==> config.mk <==
export PLATFORM = sky130hd
export DESIGN_NAME = encoder_clutch_sequencer_core
export DESIGN_NICKNAME = d
export VERILOG_FILES = /design/src/hw/rtl/ecs_pkg.sv /design/src/hw/rtl/ecs_divider.sv /design/src/hw/rtl/ecs_sequencer.sv /design/src/hw/rtl/encoder_clutch_sequencer_core.sv
export SDC_FILE = /design/constraint.sdc
export NUM_CORES = 1
export LEC_CHECK = 0
export ABC_AREA = 1
export ABC_CLOCK_PERIOD_IN_PS = 4410
export BUFFER_PORTS_ARGS = -buffer_cell sky130_fd_sc_hd__buf_2
export CORE_ASPECT_RATIO = 0.9
export CORE_MARGIN = 5
export CORE_UTILIZATION = 61
export CTS_BUF_LIST = sky130_fd_sc_hd__clkbuf_16
export CTS_CLUSTER_SIZE = 40
export DETAILED_ROUTE_END_ITERATION = 8
export GPL_ROUTABILITY_DRIVEN = 1
export PLACE_DENSITY = 0.86
export RECOVER_POWER = 50
export REMOVE_ABC_BUFFERS = 1
export SLEW_MARGIN = 30
export SYNTH_ARGS = -nofsm -noshare
export SYNTH_HDL_FRONTEND = slang
export SYNTH_SLANG_ARGS = --single-unit
==> constraint.sdc <==
create_clock -name aclk -period 4.41 [get_ports aclk]
set_input_delay 0.882 -clock aclk [delete_from_list [all_inputs] [get_ports aclk]]
set_output_delay 0.882 -clock aclk [all_outputs]
set_load 0.02 [all_outputs]
==> src/hw/rtl/ecs_pkg.sv <==
// Shared types, field widths, register indexes and reset values for the
// encoder clutch sequencer. No dependencies.
`timescale 1ns / 1ps

package ecs_pkg;

    // Default structural parameters
    localparam int POSITION_BITS_DEF = 24;
    localparam int PERIOD_BITS_DEF   = 24;

    // Fixed field widths
    localparam int THR_BITS       = 24;
    localparam int PERIOD_IN_BITS = 24;
    localparam int SCALE_BITS     = 24;
    localparam int POS_OUT_BITS   = 24;
    localparam int SPEED_BITS     = 25;
    localparam int CLUTCH_COUNT   = 4;
    localparam int CFG_IDX_BITS   = 3;
    localparam int S_TDATA_BITS   = 32;
    localparam int M_TDATA_BITS   = 56;

    // Configuration register indexes
    localparam logic [CFG_IDX_BITS-1:0] CFG_ARM         = 3'd0;
    localparam logic [CFG_IDX_BITS-1:0] CFG_RELEASE     = 3'd1;
    localparam logic [CFG_IDX_BITS-1:0] CFG_STAGE_TWO   = 3'd2;
    localparam logic [CFG_IDX_BITS-1:0] CFG_STOP_PERIOD = 3'd3;
    localparam logic [CFG_IDX_BITS-1:0] CFG_SPEED_SCALE = 3'd4;

    // Register reset values
    localparam logic [THR_BITS-1:0]       ARM_RESET        = THR_BITS'(-361);
    localparam logic [THR_BITS-1:0]       RELEASE_RESET    = THR_BITS'(-334);
    localparam logic [THR_BITS-1:0]       STAGE_TWO_RESET  = THR_BITS'(147);
    localparam logic [PERIOD_IN_BITS-1:0] STOP_PERIOD_RESET = PERIOD_IN_BITS'(36000);
    localparam logic [SCALE_BITS-1:0]     SPEED_SCALE_RESET = SCALE_BITS'(180000);

    // Clutch bit positions in the clutch vector
    localparam int CL_ONE   = 0;
    localparam int CL_TWO   = 1;
    localparam int CL_THREE = 2;
    localparam int CL_FOUR  = 3;

    // Strobes from the top-level sequencer to the count/clutch unit
    typedef struct packed {
        logic step;         // edge accepted: move the count, latch slowness
        logic eval;         // run threshold checks and clutch sequencing
        logic forward;      // direction of the accepted edge
        logic period_over;  // accepted period exceeds the stop period
    } seq_ctrl_t;

    // Count thresholds
    typedef struct packed {
        logic [THR_BITS-1:0] arm_thr;
        logic [THR_BITS-1:0] rel_thr;
        logic [THR_BITS-1:0] st2_thr;
    } thr_cfg_t;

endpackage

==> src/hw/rtl/ecs_divider.sv <==
// Bit-serial restoring divider: one quotient bit per cycle, MSB first.
// Depends on ecs_pkg.
`timescale 1ns / 1ps

module ecs_divider #(
    parameter int DIVISOR_BITS = ecs_pkg::PERIOD_IN_BITS
) (
    input  logic                              aclk,
    input  logic                              aresetn,
    input  logic                              start,
    input  logic [ecs_pkg::SCALE_BITS-1:0]    dividend,
    input  logic [DIVISOR_BITS-1:0]           divisor,
    output logic                              done,
    output logic [ecs_pkg::SCALE_BITS-1:0]    quotient
);
    import ecs_pkg::*;

    localparam int CNT_W = $clog2(SCALE_BITS);
    localparam logic [CNT_W-1:0] LAST_STEP = CNT_W'(SCALE_BITS - 1);

    logic                    busy_reg, busy_next;
    logic [CNT_W-1:0]        cnt_reg, cnt_next;
    logic [DIVISOR_BITS-1:0] rem_reg, rem_next;
    logic [DIVISOR_BITS-1:0] dsr_reg, dsr_next;
    logic [SCALE_BITS-1:0]   quo_reg, quo_next;

    logic [DIVISOR_BITS:0]   trial;
    logic [DIVISOR_BITS+1:0] diff;
    logic                    ge;

    // Shift the next dividend bit into the partial remainder and try a subtract.
    // A zero divisor always succeeds, which leaves an all-ones quotient.
    assign trial = {rem_reg, quo_reg[SCALE_BITS-1]};
    assign diff  = {1'b0, trial} - {2'b00, dsr_reg};
    assign ge    = !diff[DIVISOR_BITS+1];

    assign done     = busy_reg && (cnt_reg == LAST_STEP);
    assign quotient = quo_reg;

    // Advance one quotient bit per cycle
    always_comb begin
        busy_next = busy_reg;
        cnt_next  = cnt_reg;
        rem_next  = rem_reg;
        dsr_next  = dsr_reg;
        quo_next  = quo_reg;
        if (start) begin
            busy_next = 1'b1;
            cnt_next  = '0;
            rem_next  = '0;
            dsr_next  = divisor;
            quo_next  = dividend;
        end else if (busy_reg) begin
            rem_next = ge ? diff[DIVISOR_BITS-1:0] : trial[DIVISOR_BITS-1:0];
            quo_next = {quo_reg[SCALE_BITS-2:0], ge};
            cnt_next = cnt_reg + CNT_W'(1);
            if (cnt_reg == LAST_STEP) begin
                busy_next = 1'b0;
            end
        end
    end

    always_ff @(posedge aclk) begin
        if (!aresetn) begin
            busy_reg <= 1'b0;
            cnt_reg  <= '0;
        end else begin
            busy_reg <= busy_next;
            cnt_reg  <= cnt_next;
        end
        rem_reg <= rem_next;
        dsr_reg <= dsr_next;
        quo_reg <= quo_next;
    end

    // A new request never lands on a running division
    a_no_restart: assert property (@(posedge aclk) disable iff (!aresetn)
        start |-> !busy_reg)
        else $error("divider restarted while busy");

endmodule

==> src/hw/rtl/ecs_sequencer.sv <==
// Step count, slowness flag and clutch sequencing state for each edge.
// Depends on ecs_pkg.
`timescale 1ns / 1ps

module ecs_sequencer #(
    parameter int POSITION_BITS = ecs_pkg::POSITION_BITS_DEF
) (
    input  logic                               aclk,
    input  logic                               aresetn,
    input  ecs_pkg::seq_ctrl_t                 ctrl,
    input  ecs_pkg::thr_cfg_t                  thr,
    output logic                               first_seen,
    output logic [ecs_pkg::POS_OUT_BITS-1:0]   position,
    output logic [ecs_pkg::CLUTCH_COUNT-1:0]   clutch
);
    import ecs_pkg::*;

    localparam int CW = ((POSITION_BITS > THR_BITS) ? POSITION_BITS : THR_BITS) + 1;
    localparam logic signed [POSITION_BITS-1:0] POS_MAX = {1'b0, {(POSITION_BITS-1){1'b1}}};
    localparam logic signed [POSITION_BITS-1:0] POS_MIN = {1'b1, {(POSITION_BITS-1){1'b0}}};

    logic signed [POSITION_BITS-1:0] count_reg, count_next;
    logic                            first_seen_reg, first_seen_next;
    logic                            slow_reg, slow_next;
    logic                            armed_reg, armed_next;
    logic                            finished_reg, finished_next;
    logic [CLUTCH_COUNT-1:0]         clutch_reg, clutch_next;

    logic signed [CW-1:0] cnt_ext;
    logic                 below_arm, above_rel, above_st2;
    logic                 armed_v;

    // Signed threshold compares on the stored count
    assign cnt_ext   = CW'(count_reg);
    assign below_arm = cnt_ext < CW'($signed(thr.arm_thr));
    assign above_rel = cnt_ext > CW'($signed(thr.rel_thr));
    assign above_st2 = cnt_ext > CW'($signed(thr.st2_thr));
    assign armed_v   = armed_reg || below_arm;

    // Move the count on an accepted edge; the first edge only marks itself
    always_comb begin
        count_next      = count_reg;
        first_seen_next = first_seen_reg;
        slow_next       = slow_reg;
        if (ctrl.step) begin
            first_seen_next = 1'b1;
            slow_next       = !first_seen_reg || !ctrl.forward || ctrl.period_over;
            if (first_seen_reg) begin
                if (ctrl.forward) begin
                    if (count_reg != POS_MAX) begin
                        count_next = count_reg + POSITION_BITS'(1);
                    end
                end else if (count_reg != POS_MIN) begin
                    count_next = count_reg - POSITION_BITS'(1);
                end
            end
        end
    end

    // Step the clutches through release, stage two and stop
    always_comb begin
        armed_next    = armed_reg;
        finished_next = finished_reg;
        clutch_next   = clutch_reg;
        if (ctrl.eval) begin
            armed_next = armed_v;
            if (above_rel && armed_v) begin
                clutch_next[CL_TWO] = 1'b0;
                clutch_next[CL_ONE] = 1'b1;
                if (above_st2) begin
                    clutch_next[CL_FOUR]  = 1'b0;
                    clutch_next[CL_THREE] = 1'b1;
                    if (slow_reg) begin
                        clutch_next[CL_THREE] = 1'b0;
                        clutch_next[CL_FOUR]  = 1'b1;
                        clutch_next[CL_TWO]   = 1'b1;
                        clutch_next[CL_ONE]   = 1'b1;
                        armed_next            = 1'b0;
                        finished_next         = 1'b1;
                    end
                end
            end else if (!finished_reg) begin
                clutch_next[CL_ONE] = 1'b0;
                clutch_next[CL_TWO] = 1'b1;
            end
        end
    end

    always_ff @(posedge aclk) begin
        if (!aresetn) begin
            count_reg      <= '0;
            first_seen_reg <= 1'b0;
            slow_reg       <= 1'b0;
            armed_reg      <= 1'b0;
            finished_reg   <= 1'b0;
            clutch_reg     <= '0;
        end else begin
            count_reg      <= count_next;
            first_seen_reg <= first_seen_next;
            slow_reg       <= slow_next;
            armed_reg      <= armed_next;
            finished_reg   <= finished_next;
            clutch_reg     <= clutch_next;
        end
    end

    assign first_seen = first_seen_reg;
    assign position   = cnt_ext[POS_OUT_BITS-1:0];
    assign clutch     = clutch_reg;

    // The count moves only on an accepted edge
    a_count_hold: assert property (@(posedge aclk) disable iff (!aresetn)
        $past(aresetn) && !$past(ctrl.step) |-> $stable(count_reg))
        else $error("step count moved without an edge");

    // Once the stop step has run, the sequence stays finished
    a_finished_sticky: assert property (@(posedge aclk) disable iff (!aresetn)
        $past(aresetn) && $past(finished_reg) |-> finished_reg)
        else $error("finished flag cleared");

    // Clutches change only on an evaluation
    a_clutch_hold: assert property (@(posedge aclk) disable iff (!aresetn)
        $past(aresetn) && !$past(ctrl.eval) |-> $stable(clutch_reg))
        else $error("clutch levels changed outside evaluation");

endmodule

==> src/hw/rtl/encoder_clutch_sequencer_core.sv <==
// Top level of the encoder clutch sequencer: stream ports, configuration
// registers, control sequencing and output register. Depends on ecs_pkg,
// ecs_divider and ecs_sequencer.
// Sequence for an ordinary edge: accept, the 24-step bit-serial speed divider,
// one evaluation, then one load that waits while the output is stalled; the
// first edge after reset skips the divider.
// A new edge is accepted only in the idle state, once the last result is loaded.
// Reset: synchronous active-low aresetn clears count, flags and clutches
// and reloads every configuration register with its default.
`timescale 1ns / 1ps

module encoder_clutch_sequencer_core #(
    parameter int POSITION_BITS = ecs_pkg::POSITION_BITS_DEF,
    parameter int PERIOD_BITS   = ecs_pkg::PERIOD_BITS_DEF
) (
    input  logic                               aclk,
    input  logic                               aresetn,
    // Input edges
    input  logic                               s_tvalid,
    output logic                               s_tready,
    // [0] phase_b, [24:1] edge_period_us, [31:25] zero
    input  logic [ecs_pkg::S_TDATA_BITS-1:0]   s_tdata,
    // Results
    output logic                               m_tvalid,
    input  logic                               m_tready,
    // [23:0] position_count, [48:24] speed_dps, [49] clutch_one,
    // [50] clutch_two, [51] clutch_three, [52] clutch_four, [55:53] zero
    output logic [ecs_pkg::M_TDATA_BITS-1:0]   m_tdata,
    // Configuration writes
    input  logic                               cfg_valid,
    output logic                               cfg_ready,
    input  logic [ecs_pkg::CFG_IDX_BITS-1:0]   cfg_index,
    input  logic [ecs_pkg::THR_BITS-1:0]       cfg_data
);
    import ecs_pkg::*;

    localparam int PW = (PERIOD_BITS < PERIOD_IN_BITS) ? PERIOD_BITS : PERIOD_IN_BITS;
    localparam logic [PERIOD_IN_BITS-1:0] PERIOD_MAX =
        PERIOD_IN_BITS'((64'd1 << PW) - 64'd1);

    localparam logic [1:0] ST_IDLE = 2'd0;
    localparam logic [1:0] ST_DIV  = 2'd1;
    localparam logic [1:0] ST_EVAL = 2'd2;
    localparam logic [1:0] ST_OUT  = 2'd3;

    logic [1:0] state_reg, state_next;

    // Configuration registers
    logic [THR_BITS-1:0]       arm_reg, rel_reg, st2_reg;
    logic [PERIOD_IN_BITS-1:0] stop_reg;
    logic [SCALE_BITS-1:0]     scale_reg;

    // Per-edge context
    logic dir_reg, dir_next;
    logic zero_speed_reg, zero_speed_next;

    // Output register
    logic                    m_tvalid_reg, m_tvalid_next;
    logic [M_TDATA_BITS-1:0] m_tdata_reg, m_tdata_next;

    logic                      s_accept, cfg_accept, out_free;
    logic [PERIOD_IN_BITS-1:0] period_in, period_clamp;
    logic                      div_start, div_done;
    logic [SCALE_BITS-1:0]     div_quo, speed_mag;
    logic [SPEED_BITS-1:0]     speed;
    seq_ctrl_t                 ctrl;
    thr_cfg_t                  thr;
    logic                      first_seen;
    logic [POS_OUT_BITS-1:0]   position;
    logic [CLUTCH_COUNT-1:0]   clutch;

    assign s_tready   = (state_reg == ST_IDLE);
    assign s_accept   = s_tvalid && s_tready;
    assign cfg_ready  = 1'b1;
    assign cfg_accept = cfg_valid && cfg_ready;
    assign out_free   = !m_tvalid_reg || m_tready;

    // Clamp the period to the supported range
    assign period_in    = s_tdata[PERIOD_IN_BITS:1];
    assign period_clamp = (period_in > PERIOD_MAX) ? PERIOD_MAX : period_in;

    // Configuration write decode
    always_ff @(posedge aclk) begin
        if (!aresetn) begin
            arm_reg   <= ARM_RESET;
            rel_reg   <= RELEASE_RESET;
            st2_reg   <= STAGE_TWO_RESET;
            stop_reg  <= STOP_PERIOD_RESET;
            scale_reg <= SPEED_SCALE_RESET;
        end else if (cfg_accept) begin
            unique case (cfg_index)
                CFG_ARM:         arm_reg   <= cfg_data;
                CFG_RELEASE:     rel_reg   <= cfg_data;
                CFG_STAGE_TWO:   st2_reg   <= cfg_data;
                CFG_STOP_PERIOD: stop_reg  <= cfg_data;
                CFG_SPEED_SCALE: scale_reg <= cfg_data;
                default: ;
            endcase
        end
    end

    assign thr.arm_thr = arm_reg;
    assign thr.rel_thr = rel_reg;
    assign thr.st2_thr = st2_reg;

    // Strobes to the count/clutch unit and the divider
    assign ctrl.step        = s_accept;
    assign ctrl.eval        = (state_reg == ST_EVAL);
    assign ctrl.forward     = s_tdata[0];
    assign ctrl.period_over = period_clamp > stop_reg;
    assign div_start        = s_accept && first_seen;

    ecs_divider #(
        .DIVISOR_BITS(PW)
    ) u_div (
        .aclk     (aclk),
        .aresetn  (aresetn),
        .start    (div_start),
        .dividend (scale_reg),
        .divisor  (period_clamp[PW-1:0]),
        .done     (div_done),
        .quotient (div_quo)
    );

    ecs_sequencer #(
        .POSITION_BITS(POSITION_BITS)
    ) u_seq (
        .aclk       (aclk),
        .aresetn    (aresetn),
        .ctrl       (ctrl),
        .thr        (thr),
        .first_seen (first_seen),
        .position   (position),
        .clutch     (clutch)
    );

    // Signed speed; the divider already yields all ones for a zero period
    assign speed_mag = zero_speed_reg ? '0 : div_quo;
    assign speed     = dir_reg ? {1'b0, speed_mag} : -{1'b0, speed_mag};

    // Control sequence: accept, divide (skipped for the first edge), evaluate, load the result
    always_comb begin
        state_next      = state_reg;
        dir_next        = dir_reg;
        zero_speed_next = zero_speed_reg;
        m_tvalid_next   = m_tvalid_reg;
        m_tdata_next    = m_tdata_reg;
        if (m_tvalid_reg && m_tready) begin
            m_tvalid_next = 1'b0;
        end
        unique case (state_reg)
            ST_IDLE: begin
                if (s_accept) begin
                    dir_next        = s_tdata[0];
                    zero_speed_next = !first_seen;
                    state_next      = first_seen ? ST_DIV : ST_EVAL;
                end
            end
            ST_DIV: begin
                if (div_done) begin
                    state_next = ST_EVAL;
                end
            end
            ST_EVAL: begin
                state_next = ST_OUT;
            end
            ST_OUT: begin
                if (out_free) begin
                    m_tvalid_next = 1'b1;
                    m_tdata_next  = {3'b000, clutch, speed, position};
                    state_next    = ST_IDLE;
                end
            end
            default: state_next = ST_IDLE;
        endcase
    end

    always_ff @(posedge aclk) begin
        if (!aresetn) begin
            state_reg    <= ST_IDLE;
            m_tvalid_reg <= 1'b0;
        end else begin
            state_reg    <= state_next;
            m_tvalid_reg <= m_tvalid_next;
        end
        dir_reg        <= dir_next;
        zero_speed_reg <= zero_speed_next;
        m_tdata_reg    <= m_tdata_next;
    end

    assign m_tvalid = m_tvalid_reg;
    assign m_tdata  = m_tdata_reg;

    // A result appears only from the load step
    a_load_from_out: assert property (@(posedge aclk) disable iff (!aresetn)
        $rose(m_tvalid_reg) |-> $past(state_reg == ST_OUT))
        else $error("result raised outside the load step");

    // An accepted edge always moves on to division or evaluation
    a_accept_next: assert property (@(posedge aclk) disable iff (!aresetn)
        s_accept |=> (state_reg == ST_DIV || state_reg == ST_EVAL))
        else $error("accepted edge left the control sequence");

    // The divider finishes only while the control sequence waits for it
    a_done_in_div: assert property (@(posedge aclk) disable iff (!aresetn)
        div_done |-> (state_reg == ST_DIV))
        else $error("divider finished outside the divide step");

endmodule

# --- Word level (Yosys, flattened, before mapping) ---
# Index checks and enable logic that the tools add are counted.
totals:
  reg_bits: 288
  in_bits: 64
  out_inout_bits: 59
  wordCells: 106
op_classes:
  n_addsub: 5
  order_cmp: 5
  n_eq_ne: 15
  n_mux: 27
  n_bitwise: 1
  reduce_logical: 30
ops:
  columns: ["cell", "n"]
  rows:
  - ["$mux 24", 9]
  - ["$gt 24x24->1", 3]
  - ["$ne 24x24->1 const B", 2]
  - ["$sub 25x24->26", 1]
  - ["$neg 24->25", 1]
  - ["$add 24x2->24 const B", 1]
  - ["$gt 24x24->1 const B", 1]
  - ["$lt 24x24->1", 1]
  - ["$sub 24x2->24 const B", 1]
  - ["$reduce_and 2->1", 8]
  - ["$mux 2", 7]
  - ["$mux 1", 9]
  - ["$pmux 2 s4", 1]
  - ["$reduce_and 4->1", 2]
  - ["$eq 3x2->1 const B", 2]
  - ["$ne 2x2->1 const B", 3]
  - ["$reduce_and 3->1", 2]
  - ["$add 5x1->5 const B", 1]
  - ["$eq 5x5->1 const B", 1]
  - ["$logic_and 1x1->1", 5]
  - ["$eq 2x2->1 const B", 2]
  - ["$logic_not 1->1", 4]
  - ["$logic_or 1x1->1", 4]
  - ["$mux 4", 1]
  - ["other kinds (9)", 11]

# --- Longest topological paths before layout ---
# Gate-level depths: netlist (run 1).
depth:
  ltp_word: 5
  depth_mapped: 18
  ltp_nobuf: 18

# --- Modules after synthesis ---
# Synthesis (run 1) repeated with hierarchy kept, for this count alone.
unflattened:
  cells_unflattened: 2325
  area_unflattened_um2: 17205.3
modules_own_cells:
  columns: ["module", "n_inst", "cells_per_inst", "area_per_inst_um2", "seq_area_each_um2"]
  rows:
  - ["encoder_clutch_sequencer_core", 1, 904, 7566.0, 4113.9]
  - ["ecs_divider", 1, 721, 5147.4, 2042.0]
  - ["ecs_sequencer", 1, 700, 4491.8, 640.6]

# --- Worst setup path after synthesis (run 1) ---
# OpenSTA, ideal clock, no wires.
synth_path:
  path_kind: "input to register"
  start: "input m_tready"
  end: "register m_tdata_reg[0], in the netlist m_tdata[0] (enable)"
  setup_ps: 481
  t_arrival_ps: 3492
  required_ps: 3929
  slack_ps: 437
  stages: 2
  path_buffers: 0
  cell_sequence: "inv_1 -> a21oi_1"
synth_between:
  elab_chain_cells: 2
synth_rtl:
  columns: ["item", "line_no", "text"]
  rows:
  - ["start: declaration", "encoder_clutch_sequencer_core.sv:25", "input logic m_tready,"]
  - ["$logic_or 1x1->1", "encoder_clutch_sequencer_core.sv:76", "assign out_free = !m_tvalid_reg || m_tready;"]
  - ["$reduce_and 2->1 (no source line)", null, null]
  - ["end signal: assignment", "encoder_clutch_sequencer_core.sv:188", "m_tdata_reg <= m_tdata_next;"]
  - ["end: declaration", "encoder_clutch_sequencer_core.sv:59", "logic [M_TDATA_BITS-1:0] m_tdata_reg, m_tdata_next;"]
# No other way between the ends.
# A chain may end at the register's enable or synchronous reset.

# --- Worst setup path in the final report (run 1) ---
layout_path:
  start: "register state_reg[0]"
  end: "register m_tdata_reg[5], in the netlist m_tdata[5] (enable)"
layout_between:
  elab_chain_cells: 2
layout_rtl:
  columns: ["item", "line_no", "text"]
  rows:
  - ["start: declaration", "encoder_clutch_sequencer_core.sv:46", "logic [1:0] state_reg, state_next;"]
  - ["start signal: assignment", "encoder_clutch_sequencer_core.sv:183", "state_reg <= state_next;"]
  - ["$eq 2x2->1", "encoder_clutch_sequencer_core.sv:151", "unique case (state_reg)"]
  - ["$reduce_and 2->1 (no source line)", null, null]
# No other way between the ends.

==> key figures, run 1 <==
Status
  • Status: finished with violations
  • Failing checks: capacitance limit, slew limit

Detailed routing
  • Post-route ant nets: 0
  • Pre-antenna DRT Iters: 5
  • DRC viols: 0
  • Iter 0 DRT Violations: 1,111
  • Post-Route WL: 39,900 µm
  • Routed WL per cell: 16.3 µm
  • Via/cell ratio: 5.59
  • DR vias: 13.7k

Run
  • Max Cap Viol: 2

Die
  • Std cell rows: 56
  • Full die area: between 20,000 and 30,000 µm²
  • Core footprint: around 26,000 µm²
  • Die H: 164 µm
  • Starting Density: a little over 60%
  • Top-level I/O count: 123
  • Die width: 181 µm

Setup path
  • CP Launch Type: flip-flop
  • Crit path capture type: flip-flop
  • CP Max Fanout: 28
  • CP Data Arrival Time: 3530 ps
  • Critical R2R Launch: state_reg[0]
  • WP data required: 4620 ps
  • R2R depth: 4
  • R2r setup slk: 1090 ps
  • Critical Setup Path Class: flip-flop to flip-flop
  • Reg2reg end: m_tdata[5]

Synthesis
  • Post-synth top area cell: dfxtp_1
  • Top cell type's share of synthesized area: 23.0%
  • Most area-consuming cells after synthesis: dfxtp_1, edfxtp_1, ha_1, nand2_1, inv_1
  • Ys Warns: 0
  • Mapped Cells: 2,018
  • Syn Std Cell Area: approximately 16,000 µm²
  • Yosys cell types: 50
  • Post-synthesis sequential area ratio: 42.2%
  • Seq cells post-synth: 288
  • Syn Area/Cell: 7.99 µm²

Final layout
  • Antenna cell count: 0
  • Commonest non-fill, non-tap cells in the layout: nand2_1, inv_1, dfxtp_1
  • Layout cells sized above 1: under 10%
  • Most common cell after layout, fill and taps aside: nand2_1
  • Area Overhead vs Synth: 9.46%
  • Nets: 2,299
  • Final non-filler cell area: 17,600 µm²
  • Max reg flops: 53

Clocking
  • Post-CTS Setup Bufs: 0
  • Post-cts resize count: 0
  • Clock slew at reported path FFs: 60 ps
  • CTS Buf Count: 30
  • Clock sink count: around 290
  • CTS tree: done
  • H-Tree Level Count: 1
  • Post-CTS Hold Buffers: 0
  • Root buf cell: clkbuf_16
  • CTS Buffer Depth: 3
  • Clk_lat worst skew: between 500 and 600 ps

Power and ir drop
  • PD cells: around 430 nW/µm²
  • P_leak: 8.18 nW
  • VDD IR max: slightly below 0.4 mV

Timing
  • Final Max Slew Viols: 68
  • Fmax: 0.301 GHz
  • Fin worst setup slack: about 1100 ps
  • Minimum clock period: between 3000 and 4000 ps
  • Setup violations, final: 0
  • Crit share post-route: 75.4%
  • RSZ-0062 raised after global routing: false
  • Final Hold Viols: 0
  • Worst slew margin: -59.7%
  • TNS Setup: 0 ps
  • Clk_skew: 17.0 ps
  • Worst-Margin Slew: 2390 ps

GRT
  • Congestion Overflow GR: 0
  • First-pass GRT wire length: 64,600 µm
  • Vias in the first global route: around 13k
  • GR Util All Layers: a little over a quarter
  • Largest net degree at the start of global routing: 73
  • Initial antenna violation count: 0

Place
  • PortBufs: 111
  • Hpwl dp: 28,400 µm
  • Pre-CTS setup slack: 872 ps
  • Final RePlAce weighted congestion: 0.966
  • Placed cell areas: around 17,000 µm²

Min path
  • Hold Path Origin: u_seq.clutch[0]
  • Hold-critical path depth: 0
  • Worst hold path class: flip-flop to flip-flop
  • Worst hold endpoint: m_tdata[49]
[cells by family after synthesis]
kind of cell | after synthesis | share of synthesized area (%)
compound gates | 433 | 15.4
fa+ha+maj | 149 | 11.7
buf+inv | 380 | 9.30
xor+xnor | 51 | 2.77
flops | 288 | 42.2
other cells | 2 | 0.0466
simple gates | 715 | 18.7
[synthesized netlist by cell type (all sizes together)]
library cell / number
nor4: 9
o21ai: 156
o21bai: 6
nor2: 164
o221ai: 4
conb: 2
nand3b: 2
clkbuf: 69
inv: 292
a211oi: 6
nand4: 22
ha: 147
a21oi: 170
nor3: 27
o2111ai: 1
a21o: 11
nand2: 408
xnor2: 23
or2: 3
clkinv: 1
fa: 2
xor2: 28
a21boi: 4
a31o: 1
dfxtp: 185
edfxtp: 103
a31oi: 12
buf: 18
nand3: 78
o211ai: 55
o21a: 7
nor3b: 2
[layer usage]
layer	vias up	track usage [%]	part of all wire [%]	routed length, µm
met2	473	45.9	47	18900
met1	6338	33.0	42	16800
met4	0	9.82	3.9	1570
li1	6823	-	-	-
met5	-	0	0	0
met3	104	3.74	6.7	2660
[where the power goes]
group	switching [mW]	total [mW]	internal, mW
logic	1.19	1.77	0.580
clock network	1.05	2.46	1.41
registers	0.199	3.27	3.07
total	2.44	7.50	5.06
[critical path: stages (launching register included)]
cell     delay [ps]
dfxtp_1         360
ha_1            160
inv_1            60
a21oi_1        1760
buf_4           590
[metrics by stage]
stage	std cells	util [%]	hold WS [ps]	total power [mW]
global route	2458	67.7	457	7.90
CTS	2458	68.2	436	7.53
detailed placement	2402	64.5	415	5.07
global placement	2402	64.5	411	4.98
floorplan	1933	-	402	4.54
finish	2458	67.7	435	7.50
[worst max-delay path by stage]
stage	start	to	slack, ps
2_1_floorplan	s_tvalid	u_div.busy_reg	-980
3_3_place_gp	s_tdata[0]	u_seq.position[2]	940
3_5_place_dp	s_tdata[0]	u_seq.position[9]	870
4_1_cts	s_tdata[0]	u_seq.position[6]	1420
5_1_grt	state_reg[0]	m_tdata[5]	880
6_report	state_reg[0]	m_tdata[5]	1090
[final cells by class]
class	count	area, µm²
multi-input cells	1352	7820
clock buffers	30	751
inverters	293	1100
fillers	2129	8420
flip-flops and latches	288	6800
well taps	348	435
clock inverters	26	210
repair buffers	121	520
No activity file was read; power rests on OpenSTA's default activity.
==> run 2, diff against run 1 <==
--- a/config.mk
+++ b/config.mk
@@ -6,16 +6,16 @@
 export NUM_CORES = 1
 export LEC_CHECK = 0
 export ABC_AREA = 1
-export ABC_CLOCK_PERIOD_IN_PS = 4410
+export ABC_CLOCK_PERIOD_IN_PS = 2710
 export BUFFER_PORTS_ARGS = -buffer_cell sky130_fd_sc_hd__buf_2
 export CORE_ASPECT_RATIO = 0.9
 export CORE_MARGIN = 5
-export CORE_UTILIZATION = 61
+export CORE_UTILIZATION = 55
 export CTS_BUF_LIST = sky130_fd_sc_hd__clkbuf_16
 export CTS_CLUSTER_SIZE = 40
 export DETAILED_ROUTE_END_ITERATION = 8
 export GPL_ROUTABILITY_DRIVEN = 1
-export PLACE_DENSITY = 0.86
+export PLACE_DENSITY = 0.82
 export RECOVER_POWER = 50
 export REMOVE_ABC_BUFFERS = 1
 export SLEW_MARGIN = 30
==> constraint.sdc (replaced) <==
create_clock -name aclk -period 2.71 [get_ports aclk]
set_input_delay 0.542 -clock aclk [delete_from_list [all_inputs] [get_ports aclk]]
set_output_delay 0.542 -clock aclk [all_outputs]
set_load 0.02 [all_outputs]
==> key figures, run 2 (synthesized netlist as in run 1, its figures left out) <==
Die
  • Std cell rows: 59 (+5.4%)
  • Die width: 190 µm (+5.0%)
  • Starting Density: 55.7% (-6.1 points)
  • Core footprint: 28,900 µm² (+11%)
  • Die H: 172 µm (+5.0%)
  • Full die area: 32,800 µm² (+10%)
  • Top-level I/O count: 123 (unchanged)

Final layout
  • Commonest non-fill, non-tap cells in the layout: nand2_1, inv_1, dfxtp_1
  • Finished Layout Cells: 2,533 (+3.1%)
  • # fillers: 2,477 (+16%)
  • Area Overhead vs Synth: 11.5%
  • Max reg flops: 53 (unchanged)
  • Antenna cell count: 0 (unchanged)
  • Layout cells sized above 1: 8.84% (+2.8 points)
  • Most common cell after layout, fill and taps aside: nand2_1
  • Nets: 2,329 (+1.3%)

Detailed routing
  • DR vias: 14.0k (+1.9%)
  • Met2 wire len: 19,500 µm (+3.2%)
  • Iter 0 DRT Violations: 1,101 (-0.90%)
  • DRT met1 WL: 17,000 µm (+1.2%)
  • Via/cell ratio: 5.52 (-1.2%)
  • DRC viols: 0 (unchanged)
  • Post-Route WL: 40,600 µm (+1.5%)
  • Pre-antenna DRT Iters: 6 (+1)
  • DR top layer: met5
  • Routed WL per cell: 16.0 µm (-1.5%)
  • Met3 wire length: 2690 µm (+1.3%)
  • Post-route ant nets: 0 (unchanged)

Place
  • Final RePlAce weighted congestion: 0.944 (-2.2%)
  • PortBufs: 111 (unchanged)
  • Dpl cells: 2,479 (+3.2%)
  • Hpwl dp: 29,600 µm (+4.0%)

Setup path
  • R2r setup slk: 130 ps (-960 ps)
  • CP Data Arrival Time: 3030 ps (-500 ps)
  • Crit path capture type: flip-flop
  • CP Launch Type: flip-flop
  • WP data required: 3160 ps (-1460 ps)
  • CP Max Fanout: 3 (-89%)
  • Critical Setup Path Class: flip-flop to flip-flop

Timing
  • Fmax: 0.388 GHz (+29%)
  • WHS: 177 ps (-258 ps)
  • Final Max Slew Viols: 0 (-100%)
  • Worst slew margin: 11.6% (+71 points)
  • Setup violations, final: 0 (unchanged)
  • Worst-Margin Slew: 1330 ps (-1070 ps)
  • Final Hold Viols: 0 (unchanged)
  • TNS Setup: 0 ps (unchanged)
  • Clk_skew: 9.46 ps (-7.56 ps)
  • Minimum clock period: 2580 ps (-744 ps)
  • Crit share post-route: 95.2% (+20 points)

GRT
  • Initial antenna violation count: 1 (+1)
  • GR Util All Layers: 24.3% (-1.9 points)
  • First-pass GRT wire length: 65,300 µm (+1.1%)
  • Vias in the first global route: 13.4k (-0.045%)
  • Congestion Overflow GR: 0 (unchanged)
  • Largest net degree at the start of global routing: 138 (+89%)

Run
  • Max Cap Viol: 0 (-2)

Power and ir drop
  • VDD IR max: 0.503 mV (+30%)
  • Total Power: 12.2 mW (+63%)
  • P_leak: 8.42 nW (+2.9%)
  • PD cells: 680 nW/µm² (+60%)

Clocking
  • H-Tree Level Count: 1 (unchanged)
  • CTS tree: done
  • Clk_lat worst skew: 560 ps (about the same)
  • CTS Buffer Depth: 3 (unchanged)
  • Clock slew at reported path FFs: 60 ps (about the same)
  • Clock sink count: 288 (unchanged)
  • Post-CTS Hold Buffers: 0 (unchanged)
  • CTS Buf Count: 30 (unchanged)
  • Root buf cell: clkbuf_16

Status
  • Status: complete, no violations

Min path
  • Worst hold path class: input pin to flip-flop
==> run 2: critical path: stages, from the launching register on <==
cell,delay (ps)
edfxtp_1,390
inv_1,140
ha_1,160
inv_1,60
fa_1,380
nand2_1,110
o21ai_1,120
a21oi_2,230
buf_4,160
o21bai_1,90
nand2_1,70
nand2_1,100
nand3_1,130
nand2_1,70
nand2_1,60
nand3_1,70
nand2_1,70
nand2_1,40
==> run 2: timing repair <==
action                     4_1_cts  5_1_grt
setup endpoints to repair        0        4
setup buffers                    0        1
gates resized for setup          0        2
==> run 2: where the power goes <==
part	switching, mW	internal [mW]
logic	2.00	1.02
registers	0.278	5.00
clock network	1.67	2.25
==> run 2: routing by layer <==
| layer | vias up | track usage (%) |
|---|---|---|
| met3 | 108 | 3.61 |
| met1 | 6487 | 30.6 |
| met5 | - | 0 |
| met2 | 510 | 42.7 |
| met4 | 2 | 8.52 |
| li1 | 6887 | - |
==> run 2: metrics by stage <==
| stage | setup WS [ps] | area (µm²) | utilization [%] |
|---|---|---|---|
| floorplan | -2540 | 15700 | - |
| global placement | 144 | 17100 | 59.2 |
| detailed placement | 101 | 17100 | 59.2 |
| CTS | 34.9 | 18100 | 62.5 |
| global route | -42.2 | 18000 | 62.1 |
| finish | 130 | 18000 | 62.1 |
==> run 2: final cells by class <==
type | count | area [µm²] | share of cell area, %
clock inverters | 20 | 111 | 0.620
multi-input cells | 1352 | 7840 | 43.6
clock buffers | 33 | 826 | 4.60
flip-flops and latches | 288 | 6800 | 37.8
inverters | 293 | 1100 | 6.15
repair buffers | 151 | 792 | 4.41
well taps | 396 | 495 | 2.76
==> run 2: final timing paths <==
| check | endpoint | from | cells after the start |
|---|---|---|---|
| max reg2reg | u_div.rem_reg[20] | u_div.quotient[23] | 17 |
| min | u_div.dsr_reg[4] | s_tdata[5] | 1 |
| max | u_div.rem_reg[20] | u_div.quotient[23] | 17 |
| min reg2reg | m_tdata[50] | u_seq.clutch[1] | 0 |
